$ cat src/design/generational_handle_allocator_assert.svh
// Assertion macros for the generational handle allocator.
// Depends on nothing; included by the top level only.
`ifndef GENERATIONAL_HANDLE_ALLOCATOR_ASSERT_SVH
`define GENERATIONAL_HANDLE_ALLOCATOR_ASSERT_SVH

// Check that a condition implies another in the same cycle.
`define GHA_ASSERT_SAME(label, clk, rst_n, cond, expr) \
	label: assert property (@(posedge clk) disable iff (!rst_n) (cond) |-> (expr)) \
		else $error("same-cycle implication failed");

// Check that a condition implies another in the next cycle.
`define GHA_ASSERT_NEXT(label, clk, rst_n, cond, expr) \
	label: assert property (@(posedge clk) disable iff (!rst_n) (cond) |=> (expr)) \
		else $error("next-cycle implication failed");

`endif

$ cat src/design/gha_pkg.sv
// Package of the generational handle allocator: sizes, codes and item types.
// Depends on nothing; used by gha_free_find and the top level.
package gha_pkg;

	localparam int SLOTS = 64;
	localparam int GEN_BITS = 16;
	localparam int SLOT_W = (SLOTS > 1) ? $clog2(SLOTS) : 1;

	localparam int SLOT_FIELD_W = 6;
	localparam int GEN_FIELD_W = 16;

	typedef logic [SLOT_W-1:0] slot_t;
	typedef logic [GEN_BITS-1:0] gen_t;

	localparam logic [1:0] MODE_CREATE = 2'd0;
	localparam logic [1:0] MODE_CHECK = 2'd1;
	localparam logic [1:0] MODE_REMOVE = 2'd2;

	localparam logic [1:0] ST_OK = 2'd0;
	localparam logic [1:0] ST_STALE = 2'd1;
	localparam logic [1:0] ST_FULL = 2'd2;

	typedef struct packed {
		logic [1:0] mode;
		logic [SLOT_FIELD_W-1:0] slot_index;
		logic [GEN_FIELD_W-1:0] handle_generation;
	} req_t;

	typedef struct packed {
		logic [SLOT_FIELD_W-1:0] result_slot;
		logic [GEN_FIELD_W-1:0] result_generation;
		logic [1:0] status;
	} rsp_t;

	// Result of the free-slot search
	typedef struct packed {
		logic found;
		slot_t index;
	} free_t;

endpackage

$ cat src/design/gha_ram.sv
// Generic single-port-write, single-port-read RAM with registered read.
// Depends on nothing.
module gha_ram #(
	parameter int WIDTH = 16,
	parameter int DEPTH = 64
) (
	input  logic clk,
	input  logic we,
	input  logic [((DEPTH > 1) ? $clog2(DEPTH) : 1)-1:0] waddr,
	input  logic [WIDTH-1:0] wdata,
	input  logic re,
	input  logic [((DEPTH > 1) ? $clog2(DEPTH) : 1)-1:0] raddr,
	output logic [WIDTH-1:0] rdata
);

	logic [WIDTH-1:0] mem [DEPTH];

	always_ff @(posedge clk) begin
		if (we) begin
			mem[waddr] <= wdata;
		end
		if (re) begin
			rdata <= mem[raddr];
		end
	end

endmodule

$ cat src/design/gha_free_find.sv
// Lowest-free-slot search over the in-use vector.
// Depends on gha_pkg.
module gha_free_find (
	input  logic [gha_pkg::SLOTS-1:0] used,
	output gha_pkg::free_t free
);
	import gha_pkg::*;

	logic [SLOTS-1:0] free_vec;
	logic [SLOTS-1:0] lowest;

	// Bits of the one-hot vector whose position has bit b set
	function automatic logic [SLOTS-1:0] pos_mask(input int b);
		logic [SLOTS-1:0] m;
		m = '0;
		for (int i = 0; i < SLOTS; i++) begin
			m[i] = ((i >> b) & 1) != 0;
		end
		return m;
	endfunction

	// Isolate the lowest set bit, then encode it
	assign free_vec = ~used;
	assign lowest = free_vec & (~free_vec + {{(SLOTS-1){1'b0}}, 1'b1});

	always_comb begin
		free.found = |free_vec;
		for (int b = 0; b < SLOT_W; b++) begin
			free.index[b] = |(lowest & pos_mask(b));
		end
	end

endmodule

$ cat src/design/generational_handle_allocator.sv
// Top level of the generational handle allocator: slot table and control.
// Depends on gha_pkg, gha_ram, gha_free_find and the assertion header.
//
// Usage:
//   req channel (req_valid, req_stall, req) carries one command item:
//   create, check or remove of a handle. rsp channel (rsp_valid, rsp_stall,
//   rsp) returns exactly one result item per command, in order.
//   An item moves at a clock edge with valid high and stall low.
// Operation:
//   On acceptance the block picks the slot (lowest free slot on create,
//   else the handle's slot) and reads the generation RAM. Stage 1 then takes
//   the registered read and forms the result; once the output register is
//   free it writes back the generation on remove, updates the in-use vector
//   and loads the result into the output register. A new item is accepted
//   only while stage 1 is empty, so no command enters before the last has left.
// Reset:
//   arst_n clears the in-use vector and the per-slot written marks, so every
//   slot reads as free at generation 0 right away; no clearing pass.
// Stall:
//   A result waits in the output register while rsp_stall is high; the next
//   item may be accepted meanwhile and then holds in stage 1 until the
//   output register frees up.
module generational_handle_allocator (
	input  logic clk,
	input  logic arst_n,
	input  logic req_valid,
	output logic req_stall,
	input  gha_pkg::req_t req,
	output logic rsp_valid,
	input  logic rsp_stall,
	output gha_pkg::rsp_t rsp
);
	import gha_pkg::*;

	`include "generational_handle_allocator_assert.svh"

	// Slot state: in-use marks and written marks in flip-flops
	logic [SLOTS-1:0] used_q;
	logic [SLOTS-1:0] gen_valid_q;

	free_t free;

	// Stage 1 registers
	logic s1_valid;
	logic [1:0] op_s1;
	slot_t addr_s1;
	logic [SLOT_FIELD_W-1:0] echo_s1;
	gen_t hgen_s1;
	logic in_range_s1;
	logic found_s1;

	logic req_acc;
	logic s1_done;
	slot_t rd_addr;
	logic in_range;
	gen_t rdata;
	gen_t cur_gen;
	gen_t inc_gen;
	logic wr_en;
	rsp_t rsp_next;
	logic rsp_valid_q;
	rsp_t rsp_q;

	// Accept only while stage 1 is empty
	assign req_stall = s1_valid;
	assign req_acc = req_valid && !req_stall;

	gha_free_find u_free_find (
		.used (used_q),
		.free (free)
	);

	// Pick the slot: lowest free on create, handle's slot otherwise
	assign in_range = 32'(req.slot_index) < 32'(SLOTS);
	assign rd_addr = (req.mode == MODE_CREATE) ? free.index : SLOT_W'(req.slot_index);

	gha_ram #(
		.WIDTH (GEN_BITS),
		.DEPTH (SLOTS)
	) u_gen_ram (
		.clk   (clk),
		.we    (wr_en),
		.waddr (addr_s1),
		.wdata (inc_gen),
		.re    (req_acc),
		.raddr (rd_addr),
		.rdata (rdata)
	);

	always_ff @(posedge clk or negedge arst_n) begin
		if (!arst_n) begin
			s1_valid <= 1'b0;
		end else if (req_acc) begin
			s1_valid <= 1'b1;
		end else if (s1_done) begin
			s1_valid <= 1'b0;
		end
	end

	// Capture the command alongside the RAM read
	always_ff @(posedge clk) begin
		if (req_acc) begin
			op_s1 <= req.mode;
			addr_s1 <= rd_addr;
			echo_s1 <= req.slot_index;
			hgen_s1 <= gen_t'(req.handle_generation);
			in_range_s1 <= in_range;
			found_s1 <= free.found;
		end
	end

	// A slot never written reads as generation 0
	assign cur_gen = gen_valid_q[addr_s1] ? rdata : '0;
	assign inc_gen = cur_gen + gen_t'(1);

	// Advance when the output register is free or being emptied
	assign s1_done = s1_valid && (!rsp_valid_q || !rsp_stall);
	assign wr_en = s1_done && (op_s1 == MODE_REMOVE) && in_range_s1;

	always_comb begin
		rsp_next.result_slot = echo_s1;
		rsp_next.result_generation = '0;
		rsp_next.status = ST_OK;
		unique case (op_s1)
			MODE_CREATE: begin
				if (found_s1) begin
					rsp_next.result_slot = SLOT_FIELD_W'(addr_s1);
					rsp_next.result_generation = GEN_FIELD_W'(cur_gen);
				end else begin
					rsp_next.result_slot = '0;
					rsp_next.status = ST_FULL;
				end
			end
			MODE_CHECK: begin
				if (in_range_s1) begin
					rsp_next.result_generation = GEN_FIELD_W'(cur_gen);
					rsp_next.status = (hgen_s1 == cur_gen) ? ST_OK : ST_STALE;
				end else begin
					rsp_next.status = ST_STALE;
				end
			end
			MODE_REMOVE: begin
				if (in_range_s1) begin
					rsp_next.result_generation = GEN_FIELD_W'(inc_gen);
				end
			end
			default: begin
				rsp_next.status = ST_OK;
			end
		endcase
	end

	// Update slot marks at the write-back edge
	always_ff @(posedge clk or negedge arst_n) begin
		if (!arst_n) begin
			used_q <= '0;
			gen_valid_q <= '0;
		end else if (s1_done) begin
			if (op_s1 == MODE_CREATE && found_s1) begin
				used_q[addr_s1] <= 1'b1;
			end
			if (wr_en) begin
				used_q[addr_s1] <= 1'b0;
				gen_valid_q[addr_s1] <= 1'b1;
			end
		end
	end

	// Output register: hold while stalled, drop once taken
	always_ff @(posedge clk or negedge arst_n) begin
		if (!arst_n) begin
			rsp_valid_q <= 1'b0;
		end else if (s1_done) begin
			rsp_valid_q <= 1'b1;
		end else if (!rsp_stall) begin
			rsp_valid_q <= 1'b0;
		end
	end

	always_ff @(posedge clk) begin
		if (s1_done) begin
			rsp_q <= rsp_next;
		end
	end

	assign rsp_valid = rsp_valid_q;
	assign rsp = rsp_q;

	// A blocked stage 1 keeps its item
	`GHA_ASSERT_NEXT(a_s1_hold, clk, arst_n, s1_valid && rsp_valid_q && rsp_stall, s1_valid)
	// RAM writes come only from a completing remove
	`GHA_ASSERT_SAME(a_wr_src, clk, arst_n, wr_en, s1_done && op_s1 == MODE_REMOVE)
	// A granted create leaves its slot marked used
	`GHA_ASSERT_NEXT(a_create_used, clk, arst_n, s1_done && op_s1 == MODE_CREATE && found_s1, used_q[$past(addr_s1)])
	// A new result only follows a stage 1 item
	`GHA_ASSERT_SAME(a_rsp_src, clk, arst_n, $rose(rsp_valid_q), $past(s1_valid))

endmodule

$ cat config.mk
export PLATFORM = sky130hd
export DESIGN_NAME = generational_handle_allocator
export DESIGN_NICKNAME = d
export VERILOG_FILES = /design/src/design/gha_pkg.sv /design/src/design/gha_ram.sv /design/src/design/gha_free_find.sv /design/src/design/generational_handle_allocator.sv
export VERILOG_INCLUDE_DIRS = /design/src /design/src/design
export SDC_FILE = /design/constraint.sdc
export NUM_CORES = 1
export LEC_CHECK = 0
export ABC_AREA = 1
export ABC_CLOCK_PERIOD_IN_PS = 4400
export BUFFER_PORTS_ARGS = -buffer_cell sky130_fd_sc_hd__buf_2
export CELL_PAD_IN_SITES_DETAIL_PLACEMENT = 2
export CELL_PAD_IN_SITES_GLOBAL_PLACEMENT = 2
export CORE_MARGIN = 3
export CORE_UTILIZATION = 38
export CTS_CLUSTER_DIAMETER = 50
export DETAILED_ROUTE_END_ITERATION = 10
export HOLD_SLACK_MARGIN = 0.1
export MAX_ROUTING_LAYER = met4
export PLACE_DENSITY = 0.84
export SYNTH_ARGS = -nofsm -noshare
export SYNTH_HDL_FRONTEND = slang
export SYNTH_HIERARCHICAL = 1
export SYNTH_SLANG_ARGS = --single-unit
$ cat constraint.sdc
create_clock -name clk -period 4.4 [get_ports clk]
set_input_delay 1.1 -clock clk [delete_from_list [all_inputs] [get_ports clk]]
set_output_delay 1.1 -clock clk [all_outputs]
set_load 0.02 [all_outputs]
==> flow_summary.toml, run 1 <==
[global_route]
grt_max_degree = 119
antenna_found_initial = 16
grt_pass1_vias = 47000
grt_pass1_wl_microns = 328000
grt_overflow = 0
grt_usage_pct = 31.5

[timing]
fmax_mhz = 228
final-hold-violation-count = 0
slew-limit-headroom_pct = 22.7
finalSetupTns_ps = 0
fin_skew_ps = 44.3
min_period_ps = 4390
slew_viol_final = 0
max_slew.worst_pin.slew_ps = 1160
setup_viol = 0
period_share_pct = 99.7

[routing]
wl_met1_microns = 86100
detail_route.wl_per_cell_microns = 31.4
drt_iter0_markers = 4961
ant_nets = 0
wl_met2_microns = 112000
avgViaCountPerCell = 5.93
topRoutingLayerUsed = "met4"
routed-via-count = 42800
drc_errors = 0
dr.pass1.iters = 6
wl_met3_microns = 18200
drt-total-wl_microns = 226000

[critical_path]
critical_path_class = "flip-flop to flip-flop"
reg2reg_depth = 22
max_stage_delay_ps = 440
cp_common_cell = "nand3_1"
critPathSlowestCell = "dfrtp_1"
reg2reg_from = "used_q[2]"
crit_required_ps = 5040
crit_path_start_kind = "flip-flop"
path_cells = "nand2_1, nor2_4, nand3_1, inv_2, nand3_1, nand2_1, nor2_1, nand3_1, nor2_1, nand3_1, mux2_8, inv_16, buf_12, buf_4, nand2_1, nand3_1, nand3_1, nand2_1, nand2_1, nand3_1, nand3_1, nand2_1"
path_max_fanout = 44
critPathArrivalTime_ps = 5030
r2r_end = "u_gen_ram/rdata[3]"
reg2reg_slack_ps = 10
crit_path_end_kind = "flip-flop"

[flow_run]
drv_cap = 0

[finish]
final_core_utilization_pct = 44.6
finish.net_count = 5251
drive_above_1_share_pct = 11.0
syn_to_final_growth_pct = 15.9

[clock_network]
clkSinkCount = 1225
cts-root-buf = "clkbuf_16"
cts_buffers = 149
h-tree-depth = 4
clk_latency_ps = 800
clk_pin_slew_ps = 70
tritoncts = "done"
ctsLongestPathBuffers = 3

[synthesis]
yosys-top-cells-count = "nand2_1 (1792), edfxtp_1 (1095), nand3_1 (959), nor2_1 (316), inv_1 (176)"
synth_cells = 5060
ys_types = 35
async_flop_share_pct = 10.6
yosys_warnings = 6
synthFlopType = "edfxtp_1"
postSynthAreaPerCell_sq_um = 10.5
synth.most_common_cell = "nand2_1"
yosysTopAreaCell = "edfxtp_1"
synth_top_area_share_pct = 61.9
synthesis.nets = 5088
synth_area_leaders = "edfxtp_1 (62%), nand2_1 (13%), nand3_1 (9.0%)"
ys_ff_latch = 1225
synth_edf_count = 1095
synthesis.area_sq_um = 53100
yosysSeqAreaShare_pct = 68.0

[placed_design]
io_buffers = 53
gp_congestion = 0.871
place_hpwl_microns = 137000

[outcome]
outcome = "finished, final reports clean"

[power]
combPwrFrac_pct = 17.3
clkPwrFrac_pct = 38.2
swShare_pct = 31.3
powerDensity_nw_per_um2 = 525
pwr-share-seq_pct = 44.5
irDropWorstVdd_uv = 428
leakage_nw = 23.8
p_switching_w = 0.0101
p_int_w = 0.0222

[worst_hold_path]
worstHoldPathType = "primary input to asynchronous set/reset pin"

[floorplanning]
die_width_microns = 380
die_h_microns = 380
core_sq_um = 138000
rows = 136
start_util_pct = 38.5
io_pins = 54
fp.dieArea_sq_um = 144000
## timing repair
action,in CTS,in global routing
gates cloned,0,1
pin swaps,0,1
resized for setup,2,13
setup endpoints to repair,1,14
buffers inserted,2,6
hold buffers,0,0
## worst max path at each step
| stage | start | endpoint | slack (ps) | cells after the start |
|---|---|---|---|---|
| floorplan | rsp_stall | u_gen_ram/mem[48][0] | -230 | 10 |
| CTS | used_q[12] | u_gen_ram/rdata[7] | 20 | 23 |
| global placement | used_q[43] | u_gen_ram/rdata[7] | 90 | 22 |
| global route | used_q[11] | u_gen_ram/rdata[3] | -40 | 22 |
| finish | used_q[2] | u_gen_ram/rdata[3] | 10 | 22 |
| detailed placement | used_q[11] | u_gen_ram/rdata[7] | -100 | 22 |
## per-stage QoR
step	cells	setup slack [ps]	total power, W	cell area (sq um)	hold WS (ps)
5_1_grt	7214	-39.9	0.0332	61600	440
6_report	7214	12.5	0.0323	61600	393
3_3_place_gp	6927	86.4	0.0194	56600	432
3_5_place_dp	6927	-100	0.0198	56600	440
4_1_cts	7196	17.2	0.0323	61400	394
2_1_floorplan	5060	-231	0.0171	53200	418
## registers in the layout, summed over array words and instances (netlist names), 2 cells and up
name	count
u_gen_ram/mem	1024
gen_valid_q	64
used_q	64
rsp	24
hgen_s1	16
u_gen_ram/rdata	16
addr_s1	6
echo_s1	6
op_s1	2
## cell usage in the layout, fill, tap and decap left out, types with 10 or more instances in the layout
| cell type | instances |
|---|---|
| dfrtp_1 | 129 |
| inv_1 | 171 |
| edfxtp_1 | 1095 |
| buf_2 | 52 |
| buf_4 | 154 |
| nand4_1 | 38 |
| o21ai_0 | 23 |
| clkinv_2 | 15 |
| clkbuf_1 | 35 |
| a21oi_1 | 116 |
| nand2_2 | 14 |
| nor2_2 | 20 |
| nand2_1 | 1789 |
| nor3_1 | 15 |
| clkbuf_16 | 156 |
| inv_2 | 13 |
| nor2_4 | 10 |
| buf_12 | 57 |
| clkinv_1 | 26 |
| nand3_1 | 953 |
| diode_2 | 12 |
| nor2_1 | 313 |
| nand3b_1 | 15 |
| or2_2 | 16 |
| a21o_1 | 17 |
## critical path, delay by kind of cell, from the launching register on
family        cells  cell delay [ps]
mux               1              420
buf+inv           4              840
simple gates     17             2430
flops             1              440
## cell type report
| class | instances | area, sq um |
|---|---|---|
| timing repair buffer | 269 | 2670 |
| clock buffer | 194 | 4070 |
| multi-input combinational | 3389 | 14900 |
| clock inverter | 73 | 666 |
| sequential | 1225 | 36100 |
| fill | 14200 | 76600 |
| tap | 1863 | 2330 |
| inverter | 189 | 744 |
| antenna | 12 | 30.0 |
## logic make-up after synthesis
kind of cell / count (synthesis) / synth area share [%]
and+or+nand+nor: 3212 / 25.7
DFF: 1225 / 68.0
buffers and inverters: 446 / 4.39
AOI/OAI and AO/OA: 170 / 1.71
muxes: 6 / 0.127
xor gates and xnor gates: 1 / 0.0165
## per-layer routing
layer | track usage [%] | vias to the layer above
met5 | - | -
met4 | 14.2 | 0
met3 | 6.13 | 613
met2 | 51.7 | 2203
met1 | 37.7 | 22300
li1 | - | 17700
## power by group through the flow
| stage | clock network, W | registers (W) | logic, W |
|---|---|---|---|
| final | 0.0124 | 0.0144 | 0.00559 |
| after global routing | 0.0130 | 0.0144 | 0.00588 |
| after CTS | 0.0124 | 0.0143 | 0.00547 |
| after detailed placement | 0 | 0.0146 | 0.00526 |
| after global placement | 0 | 0.0145 | 0.00488 |
| after floorplan | 0 | 0.0145 | 0.00255 |
(Power assumes the default switching activity.)
==> run 2: changes to the inputs <==
Settings changed: CORE_UTILIZATION 38 to 30, PLACE_DENSITY 0.84 to 0.71.
==> run 2 against run 1 <==
  * Core utilization is 8.7 points lower
  * Clock-buffer cell count shrank 6
  * Clock power barely moved
  * Critical endpoint is now u_gen_ram/rdata[10]
  * Largest cell class unchanged
  * Largest power group unchanged
==> flow_summary.toml, run 2 (synthesis results as in run 1) <==
[outcome]
outcome = "finished, final reports clean"

[finish]
final_cell_mix = "nand2_1 (1789), edfxtp_1 (1095), nand3_1 (954)"
final_common_cell = "nand2_1"
reg_top3 = "u_gen_ram/mem x1024, gen_valid_q x64, used_q x64"
largest_reg_flops = 1024
finish.net_count = 5297
drive_above_1_share_pct = 12.0
largest_register = "u_gen_ram/mem"
final_core_utilization_pct = 35.8
syn_to_final_growth_pct = 18.0

[critical_path]
reg2reg_slack_ps = 100
crit_required_ps = 4900
max_stage_delay_ps = 450
critical_path_class = "flip-flop to flip-flop"
critPathSlowestCell = "dfrtp_1"
reg2reg_depth = 22
reg2reg_from = "used_q[11]"
path_cells = "nand2_1, nor2_2, nand2_2, nor2_4, nand2_1, nor2_1, nor2_1, nand2_1, nor2_1, nand3_1, mux2_8, inv_16, buf_16, buf_4, nand2_1, nand3_1, nand3_1, nand2_1, nand2_1, nand3_1, nand3_1, nand2_1"
r2r_end = "u_gen_ram/rdata[10]"
critPathArrivalTime_ps = 4800
path_max_fanout = 45
cp_common_cell = "nand2_1"
crit_path_start_kind = "flip-flop"
crit_path_end_kind = "flip-flop"

[floorplanning]
io_pins = 54
start_util_pct = 30.4
die_h_microns = 427
rows = 153
core_sq_um = 175000
die_width_microns = 427
fp.dieArea_sq_um = 182000

[global_route]
grt_max_degree = 113
grt_pass1_wl_microns = 296000
grt_usage_pct = 22.4
grt_pass1_vias = 44000
antenna_found_initial = 3
grt_overflow = 0

[power]
fin_total_pwr_w = 0.0321
leakage_nw = 24.1
powerDensity_nw_per_um2 = 512
irDropWorstVdd_uv = 314

[timing]
final-hold-violation-count = 0
setup_viol = 0
fin_skew_ps = 51.8
slew-limit-headroom_pct = 45.3
fmax_mhz = 232
min_period_ps = 4300
slew_viol_final = 0
max_slew.worst_pin.slew_ps = 821
period_share_pct = 97.8

[clock_network]
clkSinkCount = 1225
cts-root-buf = "clkbuf_16"
tritoncts = "done"
clk_pin_slew_ps = 60
cts_buffers = 152
holdBufCountCts = 0
ctsLongestPathBuffers = 3
h-tree-depth = 4
clk_latency_ps = 800

[routing]
drt_iter0_markers = 3378
dr.pass1.iters = 5
drc_errors = 0
detail_route.wl_per_cell_microns = 26.0
drt-total-wl_microns = 201000
ant_nets = 0
routed-via-count = 40500
avgViaCountPerCell = 5.25

[placed_design]
gp_congestion = 0.858
io_buffers = 53
place_hpwl_microns = 127000

[flow_run]
drv_cap = 0

[worst_hold_path]
worstHoldPathType = "primary input to asynchronous set/reset pin"
-- run 2: changes by cell type in the layout (fill, tap and decap cells not counted), sizes merged --
cell / change
buf: +42
bufinv: +2
clkbuf: -5
clkinv: +13
clkinvlp: +3
diode: -11
inv: -9
-- run 2: through the flow --
stage | TNS (ps) | instance area, sq um | std cells | setup slack, ps | hold WS (ps)
after global routing | -11.4 | 62700 | 7710 | -5.88 | 310
after CTS | 0 | 62500 | 7702 | 16.4 | 280
after global placement | 0 | 57500 | 7432 | 13.3 | 433
after floorplan | -29590 | 53200 | 5060 | -231 | 418
final | 0 | 62700 | 7711 | 97.7 | 308
after detailed placement | -64.9 | 57500 | 7432 | -64.9 | 440
-- run 2: per-layer routing --
layer  GRT usage, %  share of wire (%)  vias up
met3           2.66                4.2      286
met4           7.52                2.9        0
met5              -                  0        -
li1               -                  -    17700
met2           37.2                 50      990
met1           28.5                 43    21400
-- run 2: cell type report --
class / count / area, sq um
Antenna cell: 1 / 2.50
Clock buffer: 188 / 4080
Clock inverter: 82 / 901
Fill cell: 18600 / 112000
Inverter: 189 / 746
Multi-Input combinational cell: 3389 / 14900
Sequential cell: 1225 / 36100
Tap cell: 2325 / 2910
Timing Repair Buffer: 312 / 3000
-- run 2: worst max-delay path: cells and delay by family (launching register included) --
family | cells | cell delay (ps)
muxes | 1 | 310
and+or+nand+nor | 18 | 2510
DFF | 1 | 450
buffers and inverters | 3 | 570
-- run 2: repair_timing --
action / 4_1_cts / 5_1_grt
endpoints found under the setup margin: 1 / 16
buffers inserted: 0 / 6
cloned: 0 / 2
gates resized for setup: 1 / 14
-- run 2: worst max-delay path by stage --
| stage | from | to | slack [ps] | cells past startpoint |
|---|---|---|---|---|
| global route | used_q[11] | u_gen_ram/rdata[10] | -6 | 22 |
| global placement | used_q[10] | u_gen_ram/rdata[2] | 10 | 22 |
| detailed placement | used_q[11] | u_gen_ram/rdata[2] | -60 | 22 |
| floorplan | rsp_stall | u_gen_ram/mem[48][0] | -230 | 10 |
| finish | used_q[11] | u_gen_ram/rdata[10] | 100 | 22 |
| CTS | used_q[11] | u_gen_ram/rdata[2] | 20 | 22 |
-- run 2: power breakdown --
part	internal (W)	total (W)	leakage (nW)	switching (W)
Sequential	0.0139	0.0143	11.7	0.000362
Combinational	0.00128	0.00534	10.1	0.00406
Clock	0.00724	0.0125	2.40	0.00522
